File: src/hw/rtl/ple_pkg.sv
package ple_pkg;

	localparam int CAPACITY = 16;
	localparam int CNT_W    = 5;
	localparam int IDX_W    = $clog2(CAPACITY);
	localparam int DATA_W   = 32;

	localparam logic [CNT_W-1:0] CAP_CNT = CNT_W'(CAPACITY);

	localparam logic [2:0] CMD_INS_FRONT = 3'd0;
	localparam logic [2:0] CMD_INS_REAR  = 3'd1;
	localparam logic [2:0] CMD_INS_POS   = 3'd2;
	localparam logic [2:0] CMD_DEL_FRONT = 3'd3;
	localparam logic [2:0] CMD_DEL_REAR  = 3'd4;
	localparam logic [2:0] CMD_DEL_POS   = 3'd5;
	localparam logic [2:0] CMD_DEL_VAL   = 3'd6;
	localparam logic [2:0] CMD_SEARCH    = 3'd7;

	localparam logic [2:0] ST_OK       = 3'd0;
	localparam logic [2:0] ST_EMPTY    = 3'd1;
	localparam logic [2:0] ST_BADPOS   = 3'd2;
	localparam logic [2:0] ST_NOTFOUND = 3'd3;
	localparam logic [2:0] ST_FULL     = 3'd4;

	typedef struct packed {
		logic                     we;
		logic [IDX_W-1:0]         waddr;
		logic signed [DATA_W-1:0] wdata;
		logic [IDX_W-1:0]         raddr;
	} mem_req_t;

endpackage

File: src/hw/rtl/positional_list_engine.sv
// Positional list engine: a bounded front-to-rear list of signed 32-bit words.
// Input channel (in_valid/in_stall) takes one command item: command, item and
// position. Output channel (out_valid/out_stall) returns one result item per
// command: status, removed_value, found_position and entry_count.
// The list lives in a single-port-write, registered-read store; a small
// sequencer moves entries one at a time through that port, and one 32-bit
// comparator scans for values.
// Steps per command (n entries, target index i):
//   rejected command (empty, full, bad position): straight to the result
//   insert: move entries i..n-1 up one place, then write the item at i
//   delete at a position: read and capture entry i, then move the
//   entries after it down one place; search: compare entries in order
//   from the front; delete by value adds that shift after the match
// One command at a time: in_stall is high from accept until the result is
// loaded, and the next command can be taken at the following edge.
// A finished result sits in the output register; the next command is
// accepted while it waits, but that command cannot finish until the
// receiver drops out_stall and takes the earlier result.
// Reset empties the list at once (count to zero); stored words are not
// cleared, as only live positions are ever read.
module positional_list_engine (
	input  logic                              clk,
	input  logic                              arst_n,
	input  logic                              in_valid,
	output logic                              in_stall,
	input  logic [2:0]                        command,
	input  logic signed [ple_pkg::DATA_W-1:0] item,
	input  logic [4:0]                        position,
	output logic                              out_valid,
	input  logic                              out_stall,
	output logic [2:0]                        status,
	output logic signed [ple_pkg::DATA_W-1:0] removed_value,
	output logic [4:0]                        found_position,
	output logic [4:0]                        entry_count
);

	localparam int IW = ple_pkg::IDX_W;
	localparam int CW = ple_pkg::CNT_W;

	typedef enum logic [9:0] {
		S_IDLE     = 10'b0000000001,
		S_UP_RD    = 10'b0000000010,
		S_UP_WR    = 10'b0000000100,
		S_TAKE_RD  = 10'b0000001000,
		S_TAKE_CAP = 10'b0000010000,
		S_DN_RD    = 10'b0000100000,
		S_DN_WR    = 10'b0001000000,
		S_SRCH_RD  = 10'b0010000000,
		S_SRCH_CMP = 10'b0100000000,
		S_OUT      = 10'b1000000000
	} state_t;

	state_t state_q, state_d;

	logic [CW-1:0]                     count_q, count_d;
	logic [IW-1:0]                     k_q, k_d;
	logic [IW-1:0]                     idx_q, idx_d;
	logic [2:0]                        cmd_q, cmd_d;
	logic signed [ple_pkg::DATA_W-1:0] item_q, item_d;
	logic [2:0]                        st_q, st_d;
	logic signed [ple_pkg::DATA_W-1:0] rem_q, rem_d;
	logic [CW-1:0]                     found_q, found_d;

	logic                              out_valid_q;
	logic [2:0]                        out_st_q;
	logic signed [ple_pkg::DATA_W-1:0] out_rem_q;
	logic [CW-1:0]                     out_found_q;
	logic [CW-1:0]                     out_cnt_q;

	ple_pkg::mem_req_t                 req;
	logic signed [ple_pkg::DATA_W-1:0] rdata;

	logic          in_acc;
	logic          out_load;
	logic [CW-1:0] k_ext;
	logic [CW-1:0] pos_m1;

	ple_store u_store (
		.clk   (clk),
		.req   (req),
		.rdata (rdata)
	);

	assign in_stall = (state_q != S_IDLE);
	assign in_acc   = in_valid && !in_stall;
	assign out_load = (state_q == S_OUT) && (!out_valid_q || !out_stall);
	assign k_ext    = CW'(k_q);
	assign pos_m1   = position - CW'(1);

	always_comb begin
		state_d   = state_q;
		count_d   = count_q;
		k_d       = k_q;
		idx_d     = idx_q;
		cmd_d     = cmd_q;
		item_d    = item_q;
		st_d      = st_q;
		rem_d     = rem_q;
		found_d   = found_q;
		req.we    = 1'b0;
		req.waddr = k_q;
		req.wdata = rdata;
		req.raddr = k_q;

		unique case (state_q)
			S_IDLE: begin
				if (in_acc) begin
					cmd_d   = command;
					item_d  = item;
					st_d    = ple_pkg::ST_OK;
					rem_d   = '0;
					found_d = '0;
					unique case (command) inside
						ple_pkg::CMD_INS_FRONT, ple_pkg::CMD_INS_REAR: begin
							if (count_q >= ple_pkg::CAP_CNT) begin
								st_d    = ple_pkg::ST_FULL;
								state_d = S_OUT;
							end else begin
								idx_d   = (command == ple_pkg::CMD_INS_FRONT) ? '0
								          : IW'(count_q);
								k_d     = IW'(count_q);
								state_d = S_UP_RD;
							end
						end
						ple_pkg::CMD_INS_POS: begin
							if (position == '0 || position > CW'(count_q + CW'(1))) begin
								st_d    = ple_pkg::ST_BADPOS;
								state_d = S_OUT;
							end else if (count_q >= ple_pkg::CAP_CNT) begin
								st_d    = ple_pkg::ST_FULL;
								state_d = S_OUT;
							end else begin
								idx_d   = IW'(pos_m1);
								k_d     = IW'(count_q);
								state_d = S_UP_RD;
							end
						end
						ple_pkg::CMD_DEL_FRONT, ple_pkg::CMD_DEL_REAR: begin
							if (count_q == '0) begin
								st_d    = ple_pkg::ST_EMPTY;
								state_d = S_OUT;
							end else begin
								k_d     = (command == ple_pkg::CMD_DEL_FRONT) ? '0
								          : IW'(count_q - CW'(1));
								state_d = S_TAKE_RD;
							end
						end
						ple_pkg::CMD_DEL_POS: begin
							if (count_q == '0) begin
								st_d    = ple_pkg::ST_EMPTY;
								state_d = S_OUT;
							end else if (position == '0 || position > count_q) begin
								st_d    = ple_pkg::ST_BADPOS;
								state_d = S_OUT;
							end else begin
								k_d     = IW'(pos_m1);
								state_d = S_TAKE_RD;
							end
						end
						default: begin
							if (count_q == '0) begin
								st_d    = ple_pkg::ST_EMPTY;
								state_d = S_OUT;
							end else begin
								k_d     = '0;
								state_d = S_SRCH_RD;
							end
						end
					endcase
				end
			end
			// open a hole: move entry k-1 up to k until k reaches the target
			S_UP_RD: begin
				if (k_q > idx_q) begin
					req.raddr = k_q - IW'(1);
					state_d   = S_UP_WR;
				end else begin
					req.we    = 1'b1;
					req.waddr = idx_q;
					req.wdata = item_q;
					count_d   = count_q + CW'(1);
					state_d   = S_OUT;
				end
			end
			S_UP_WR: begin
				req.we    = 1'b1;
				req.waddr = k_q;
				k_d       = k_q - IW'(1);
				state_d   = S_UP_RD;
			end
			S_TAKE_RD: begin
				req.raddr = k_q;
				state_d   = S_TAKE_CAP;
			end
			S_TAKE_CAP: begin
				rem_d   = rdata;
				state_d = S_DN_RD;
			end
			// close the gap: move entry k+1 down to k
			S_DN_RD: begin
				if (CW'(k_ext + CW'(1)) < count_q) begin
					req.raddr = k_q + IW'(1);
					state_d   = S_DN_WR;
				end else begin
					count_d = count_q - CW'(1);
					state_d = S_OUT;
				end
			end
			S_DN_WR: begin
				req.we    = 1'b1;
				req.waddr = k_q;
				k_d       = k_q + IW'(1);
				state_d   = S_DN_RD;
			end
			S_SRCH_RD: begin
				req.raddr = k_q;
				state_d   = S_SRCH_CMP;
			end
			S_SRCH_CMP: begin
				if (rdata == item_q) begin
					found_d = CW'(k_ext + CW'(1));
					if (cmd_q == ple_pkg::CMD_DEL_VAL) begin
						rem_d   = item_q;
						state_d = S_DN_RD;
					end else begin
						state_d = S_OUT;
					end
				end else if (CW'(k_ext + CW'(1)) == count_q) begin
					st_d    = ple_pkg::ST_NOTFOUND;
					state_d = S_OUT;
				end else begin
					k_d     = k_q + IW'(1);
					state_d = S_SRCH_RD;
				end
			end
			S_OUT: begin
				if (out_load) begin
					state_d = S_IDLE;
				end
			end
			default: begin
				state_d = S_IDLE;
			end
		endcase
	end

	always_ff @(posedge clk or negedge arst_n) begin
		if (!arst_n) begin
			state_q     <= S_IDLE;
			count_q     <= '0;
			out_valid_q <= 1'b0;
		end else begin
			state_q <= state_d;
			count_q <= count_d;
			if (out_load) begin
				out_valid_q <= 1'b1;
			end else if (!out_stall) begin
				out_valid_q <= 1'b0;
			end
		end
	end

	always_ff @(posedge clk) begin
		k_q     <= k_d;
		idx_q   <= idx_d;
		cmd_q   <= cmd_d;
		item_q  <= item_d;
		st_q    <= st_d;
		rem_q   <= rem_d;
		found_q <= found_d;
		if (out_load) begin
			out_st_q    <= st_q;
			out_rem_q   <= rem_q;
			out_found_q <= found_q;
			out_cnt_q   <= count_q;
		end
	end

	assign out_valid      = out_valid_q;
	assign status         = out_st_q;
	assign removed_value  = out_rem_q;
	assign found_position = out_found_q;
	assign entry_count    = out_cnt_q;

endmodule

File: src/hw/rtl/ple_store.sv
module ple_store (
	input  logic                             clk,
	input  ple_pkg::mem_req_t                req,
	output logic signed [ple_pkg::DATA_W-1:0] rdata
);

	logic signed [ple_pkg::DATA_W-1:0] mem [ple_pkg::CAPACITY];

	always_ff @(posedge clk) begin
		if (req.we) begin
			mem[req.waddr] <= req.wdata;
		end
		rdata <= mem[req.raddr];
	end

endmodule

File: config.mk
export PLATFORM = sky130hd
export DESIGN_NAME = positional_list_engine
export DESIGN_NICKNAME = d
export VERILOG_FILES = /design/src/hw/rtl/ple_pkg.sv /design/src/hw/rtl/positional_list_engine.sv /design/src/hw/rtl/ple_store.sv
export SDC_FILE = /design/constraint.sdc
export NUM_CORES = 1
export LEC_CHECK = 0
export BUFFER_PORTS_ARGS = -buffer_cell sky130_fd_sc_hd__buf_2
export CAP_MARGIN = 40
export CORE_MARGIN = 3
export CORE_UTILIZATION = 65
export DETAILED_ROUTE_END_ITERATION = 16
export PLACE_DENSITY_LB_ADDON = 0.08
export SYNTH_ARGS = -nofsm -noshare
export SYNTH_HDL_FRONTEND = slang
export SYNTH_SLANG_ARGS = --single-unit
File: constraint.sdc
create_clock -name clk -period 7.9 [get_ports clk]
set_input_delay 1.58 -clock clk [delete_from_list [all_inputs] [get_ports clk]]
set_output_delay 1.58 -clock clk [all_outputs]
set_load 0.02 [all_outputs]
# Word level (Yosys, flattened, before mapping)
# Memories as Yosys holds them, arrays and structs flattened. A register that Yosys moved wholly into a read port is not among the register bits.
# Index checks and enable logic that the tools add are counted.
# op_classes
add_sub_neg	6
magnitude_cmp	5
eq_ne	37
muxes	62
n_reduce_logical	28
# op_table
operator	count
$mux 10	13
$mux 32	4
$pmux 32 s3	1
$pmux 10 s9	1
$mux 4	16
$pmux 10 s4	1
$mux 37	1
$eq 32x32->1	1
$pmux 4 s4	2
$pmux 5 s2	3
$ne 2x2->1 const B	12
$mux 5	4
$pmux 4 s2	2
$mux 3	5
$ne 3x3->1 const B	4
$eq 10x1->1 const B	1
$eq 10x10->1 const B	1
$eq 10x2->1 const B	1
$eq 10x3->1 const B	1
$eq 10x4->1 const B	1
$eq 10x5->1 const B	1
$eq 10x6->1 const B	1
$eq 10x7->1 const B	1
$eq 10x8->1 const B	1
35 further kinds	59
# totals
register_bits	144
ramBits	512
in_bits	44
output_inout_bits	47
wordCells	153
memories	1
# mem_list
memory	words	width	rd	rd_clocked_by_memory_dff	wr	line	text
u_store.mem	16	32	1	1	1	ple_store.sv:7	logic signed [ple_pkg::DATA_W-1:0] mem [ple_pkg::CAPACITY];

# Depth between registers and ports, before layout
# depth
word_depth	7
depth_mapped	19
ltp_nobuf	12

# Hierarchy
# From an unflattened synthesis, not the netlist that was laid out.
# unflattened
cells_unflattened	1397
area_unflattened_um2	27124.8
# modules_own_cells
module	n_inst	cells_per_inst	area_each_um2
ple_store	1	838	19835.3
positional_list_engine	1	559	7289.5

# Least setup slack after synthesis
# No wires, ideal clock.
# synth_timing
kind	reg2reg
from	register k_q[0]
to	memory u_store.mem[8][0] in the netlist's numbering, enable pin
arrival_time_ps	4298
t_required_ps	7479
setup_slack_ps	3181
stages_incl_launch_ff	13
n_path_buf	5
synth_period_minus_slack_ps	4719
path_cell_list	edfxtp_1 clkbuf_1 inv_2 clkbuf_1 clkbuf_1 buf_1 ha_1 nor2b_1 o22a_1 a21oi_1 clkbuf_1 a31oi_1 nor2_1
# synth_via
elab_chain_len	5
# synth_rtl
element	line	text
start: declaration	positional_list_engine.sv:56	logic [IW-1:0] k_q, k_d;
start signal: assignment	positional_list_engine.sv:264	k_q <= k_d;
$gt 4x4->1	positional_list_engine.sv:174	if (k_q > idx_q) begin
$mux 37	positional_list_engine.sv:174	
$pmux 5 s2 *	positional_list_engine.sv:105	unique case (state_q)
$mux 1	ple_store.sv:10	if (req.we) begin
$mux 1 (not written as such)	ple_store.sv:11	mem[req.waddr] <= req.wdata;
end: declaration	ple_store.sv:7	
# Every way passes the cells marked *; elsewhere a longest branch is shown, timed or not.

# Worst setup path in the final report
# layout_timing
from	register k_q[0]
to	register u_store.rdata[20] in the netlist's numbering, read port of u_store.mem
# layout_via
elab_chain_len	4
elab_cells_between_ends	8
classes_between	add/sub (3); order compare (2); mux (3)
# layout_rtl
element	line	text
$add 4x1->5	positional_list_engine.sv:201	if (CW'(k_ext + CW'(1)) < count_q) begin
$lt 5x5->1	positional_list_engine.sv:201	
$mux 4	positional_list_engine.sv:201	
$pmux 4 s2 *	positional_list_engine.sv:105	
end: declaration	ple_store.sv:4	output logic signed [ple_pkg::DATA_W-1:0] rdata
# Marked as above.
# A chain may end at the register's enable or synchronous reset.

==> reports/results.tsv <==
stage	metric	value	unit
power_and_ir_drop	VDD IR max	0.382	mV
finish	most common cell after layout, fill and taps aside	edfxtp_1	
worst_setup_path	largest delay contributor family on the critical path	compound AO/OA/AOI/OAI gates	
global_routing	initial antenna violation count	0	
global_routing	Total GRT Usage	30.6	%
power_and_ir_drop	P_leak	12.2	nW
die	CORE AREA	46900	um^2
yosys	Netlist cell types	68	
placement	Final GP Congestion	0.859	
die	IO Count	91	
worst_setup_path	crit-path cells	inv_6 > ha_1 > ha_1 > nor2b_1 > o21a_1 > or3_2 > buf_4 > o21ai_1 > a21o_4 > buf_4 > mux2i_1 > a32oi_1 > o221ai_1	
placement	DP Worst Slack	2.73	ns
clock_network	clock sink total	688	
timing	Final Hold Fails	0	
route	Routed WL per cell	24.4	um
worst_setup_path	Crit. End Element	flop	
route	drt total wl	77.7	mm
worst_setup_path	reg2reg path depth	13	
outcome	status	complete, no violations	
worst_setup_path	crit path from	k_q[0]$_DFFE_PP_	
yosys	Netlist Area Pre-Place	31100	um^2
finish	most frequent cells in the layout	edfxtp_1, nand2_1, a21oi_1	
yosys	Yosys warning total	0	
global_routing	vias in the first global route	20158	
worst_setup_path	worst reg2reg path startpoint	k_q[0]$_DFFE_PP_	
worst_setup_path	worst path required time	8.33	ns
finish	layout cells sized above 1	13.3	%
worst_setup_path	Critical Path Sink	u_store.rdata[20]$_DFF_P_	
yosys	Mapped Cells	2484	
yosys	post-synthesis net count	2553	
job	Max-Cap Viols	0	
die	row cnt	79	
die	die area	50400	um^2
route	DRC	0	
timing	setup TNS	0	ns
yosys	fraction of registers with async set/reset	2.33	%
finish	Layout area overhead	10.9	%
worst_setup_path	Setup CP Type	reg -> reg	
yosys	register area share after synthesis	65.2	%
placement	Port Buf Inserts	90	
route	starting DRC count in detailed routing	2641	
timing	# setup viols final	0	
worst_setup_path	crit start category	flop	
yosys	number of synthesized flops with an enable pin	640	
worst_setup_path	cell count along the critical path	13	
global_routing	Overflow after GRT	0	
die	Initial Util	66.3	%
route	post-route ant nets	0	
route	DR pass1 iterations	8	
timing	pins over their slew limit	0	
clock_network	Gates resized, CTS repair	0	
yosys	Seq cells post-synth	688	
yosys	Most used DFF post-synth	edfxtp_1	
die	height of the die	225	um
timing	Max Freq	191	MHz
timing	fin crit share	66.2	%
clock_network	CTS H-tree depth	3	
worst_setup_path	RR Endpoint	u_store.rdata[20]$_DFF_P_	
route	total number of vias	21167	
finish	# diodes	0	
finish	Filler cells	2961	
timing	relative slew slack	34.3	%
timing	post-layout worst setup margin	2.67	ns
clock_network	CTS root buffer	clkbuf_16	
worst_setup_path	Reg2Reg Setup Slack	2.67	ns
clock_network	# hold bufs at CTS	0	
worst_setup_path	Slowest cell on crit path	buf_4	
route	vias per cell	6.66	
timing	worst slew pin tran	0.986	ns
placement	HPWL Detailed	45.6	mm
timing	RSZ-0062 raised after global routing	false	
worst_setup_path	Max stage delay on crit path	0.70	ns
timing	Final min period	5.23	ns
hold_path	Hold Startpoint	rem_q[18]$_DFFE_PP_	
worst_setup_path	WP buf/inv	3	
clock_network	clk buf depth	3	
timing	Clock Skews	0.0161	ns
die	chip width	225	um
global_routing	largest net degree at the start of global routing	91	
power_and_ir_drop	PD cells	382	nW/um^2
clock_network	Worst-path clk slew	0.06	ns
finish	Net count, final	2591	
worst_setup_path	WP data arrival	5.66	ns
clock_network	CTS tree	yes	
yosys	Syn Area/Cell	12.5	um^2
clock_network	worst skew pair latency	0.60	ns
global_routing	global-route wire length before repair	117	mm
hold_path	Hold Path Depth	0	
hold_path	HP Class	reg -> reg	
clock_network	TritonCTS buffer count	69	
clock_network	post-CTS setup buffers	0	
worst_setup_path	Crit Path Max Fanout	72	
==> routing by layer <==
| layer | vias up | routed length [um] | share of wire, % | track usage [%] |
|---|---|---|---|---|
| li1 | 9426 | - | - | - |
| met1 | 10335 | 30300 | 39 | 41.9 |
| met2 | 1199 | 36500 | 47 | 49.4 |
| met3 | 207 | 8280 | 11 | 6.98 |
| met4 | 0 | 2570 | 3.3 | 10.5 |
| met5 | - | 0 | 0 | 0 |
==> worst min path at each step <==
stage                             endpoint
3_3_place_gp    removed_value[9]$_DFFE_PP_
2_1_floorplan  found_position[0]$_DFFE_PP_
4_1_cts        removed_value[18]$_DFFE_PP_
6_report       removed_value[18]$_DFFE_PP_
3_5_place_dp    removed_value[0]$_DFFE_PP_
5_1_grt        removed_value[23]$_DFFE_PP_
==> registers in the layout, summed over array words and instances, names as in the netlist, 5 cells and up <==
signal	cells
rem_q	32
count_q	5
state_q	10
found_q	5
removed_value	32
entry_count	5
item_q	32
u_store.rdata	32
found_position	5
u_store.mem	512
==> cells by family (layout without fill, tap and decap cells) <==
logic type,Yosys count,count (layout),synth area share [%]
multiplexers,226,226,7.55
AO/OA/AOI/OAI,519,519,11.3
adder cells (fa/ha/maj),25,25,1.01
XOR/XNOR,46,46,1.32
flip-flops,688,688,65.2
buffers and inverters,197,285,2.64
AND/OR/NAND/NOR,783,783,10.9
==> area by class of cell <==
| cell class | instances | area [um^2] | area share [%] |
|---|---|---|---|
| Clock buffer | 100 | 1930 | 5.59 |
| Inverter | 20 | 80.1 | 0.233 |
| Tap cell | 607 | 759 | 2.21 |
| Timing Repair Buffer | 144 | 981 | 2.85 |
| Sequential cell | 688 | 20300 | 58.9 |
| Multi-Input combinational cell | 1599 | 10200 | 29.6 |
| Clock inverter | 21 | 240 | 0.698 |
==> synth_stat cells (34+ instances only) <==
cell type | count | area (um^2)
xnor2_1 | 42 | 368
edfxtp_1 | 640 | 19200
mux2i_1 | 161 | 1610
mux2_2 | 64 | 721
a311oi_1 | 67 | 587
nand2_1 | 580 | 2180
a22o_1 | 34 | 298
a211oi_1 | 70 | 526
or3_1 | 66 | 413
clkbuf_1 | 130 | 488
a21oi_1 | 214 | 1070
nor2_1 | 46 | 173
==> through the flow <==
step	instances	cell area [um^2]	hold WS (ns)	power, mW	util (%)
2_1_floorplan	2484	31100	0.400	8.55	-
3_3_place_gp	3047	32100	0.400	9.68	68.5
3_5_place_dp	3058	32300	0.405	9.92	68.9
6_report	3179	34400	0.416	13.1	73.5
5_1_grt	3179	34400	0.423	13.7	73.5
4_1_cts	3179	34400	0.416	13.1	73.5
==> where the power goes <==
group	total, mW	leakage (nW)	switching, mW	internal, mW
clock	3.18	1.05	1.33	1.86
combinational	4.78	4.78	3.03	1.75
sequential	5.18	6.32	0.318	4.86
(Power assumes the default switching activity.)
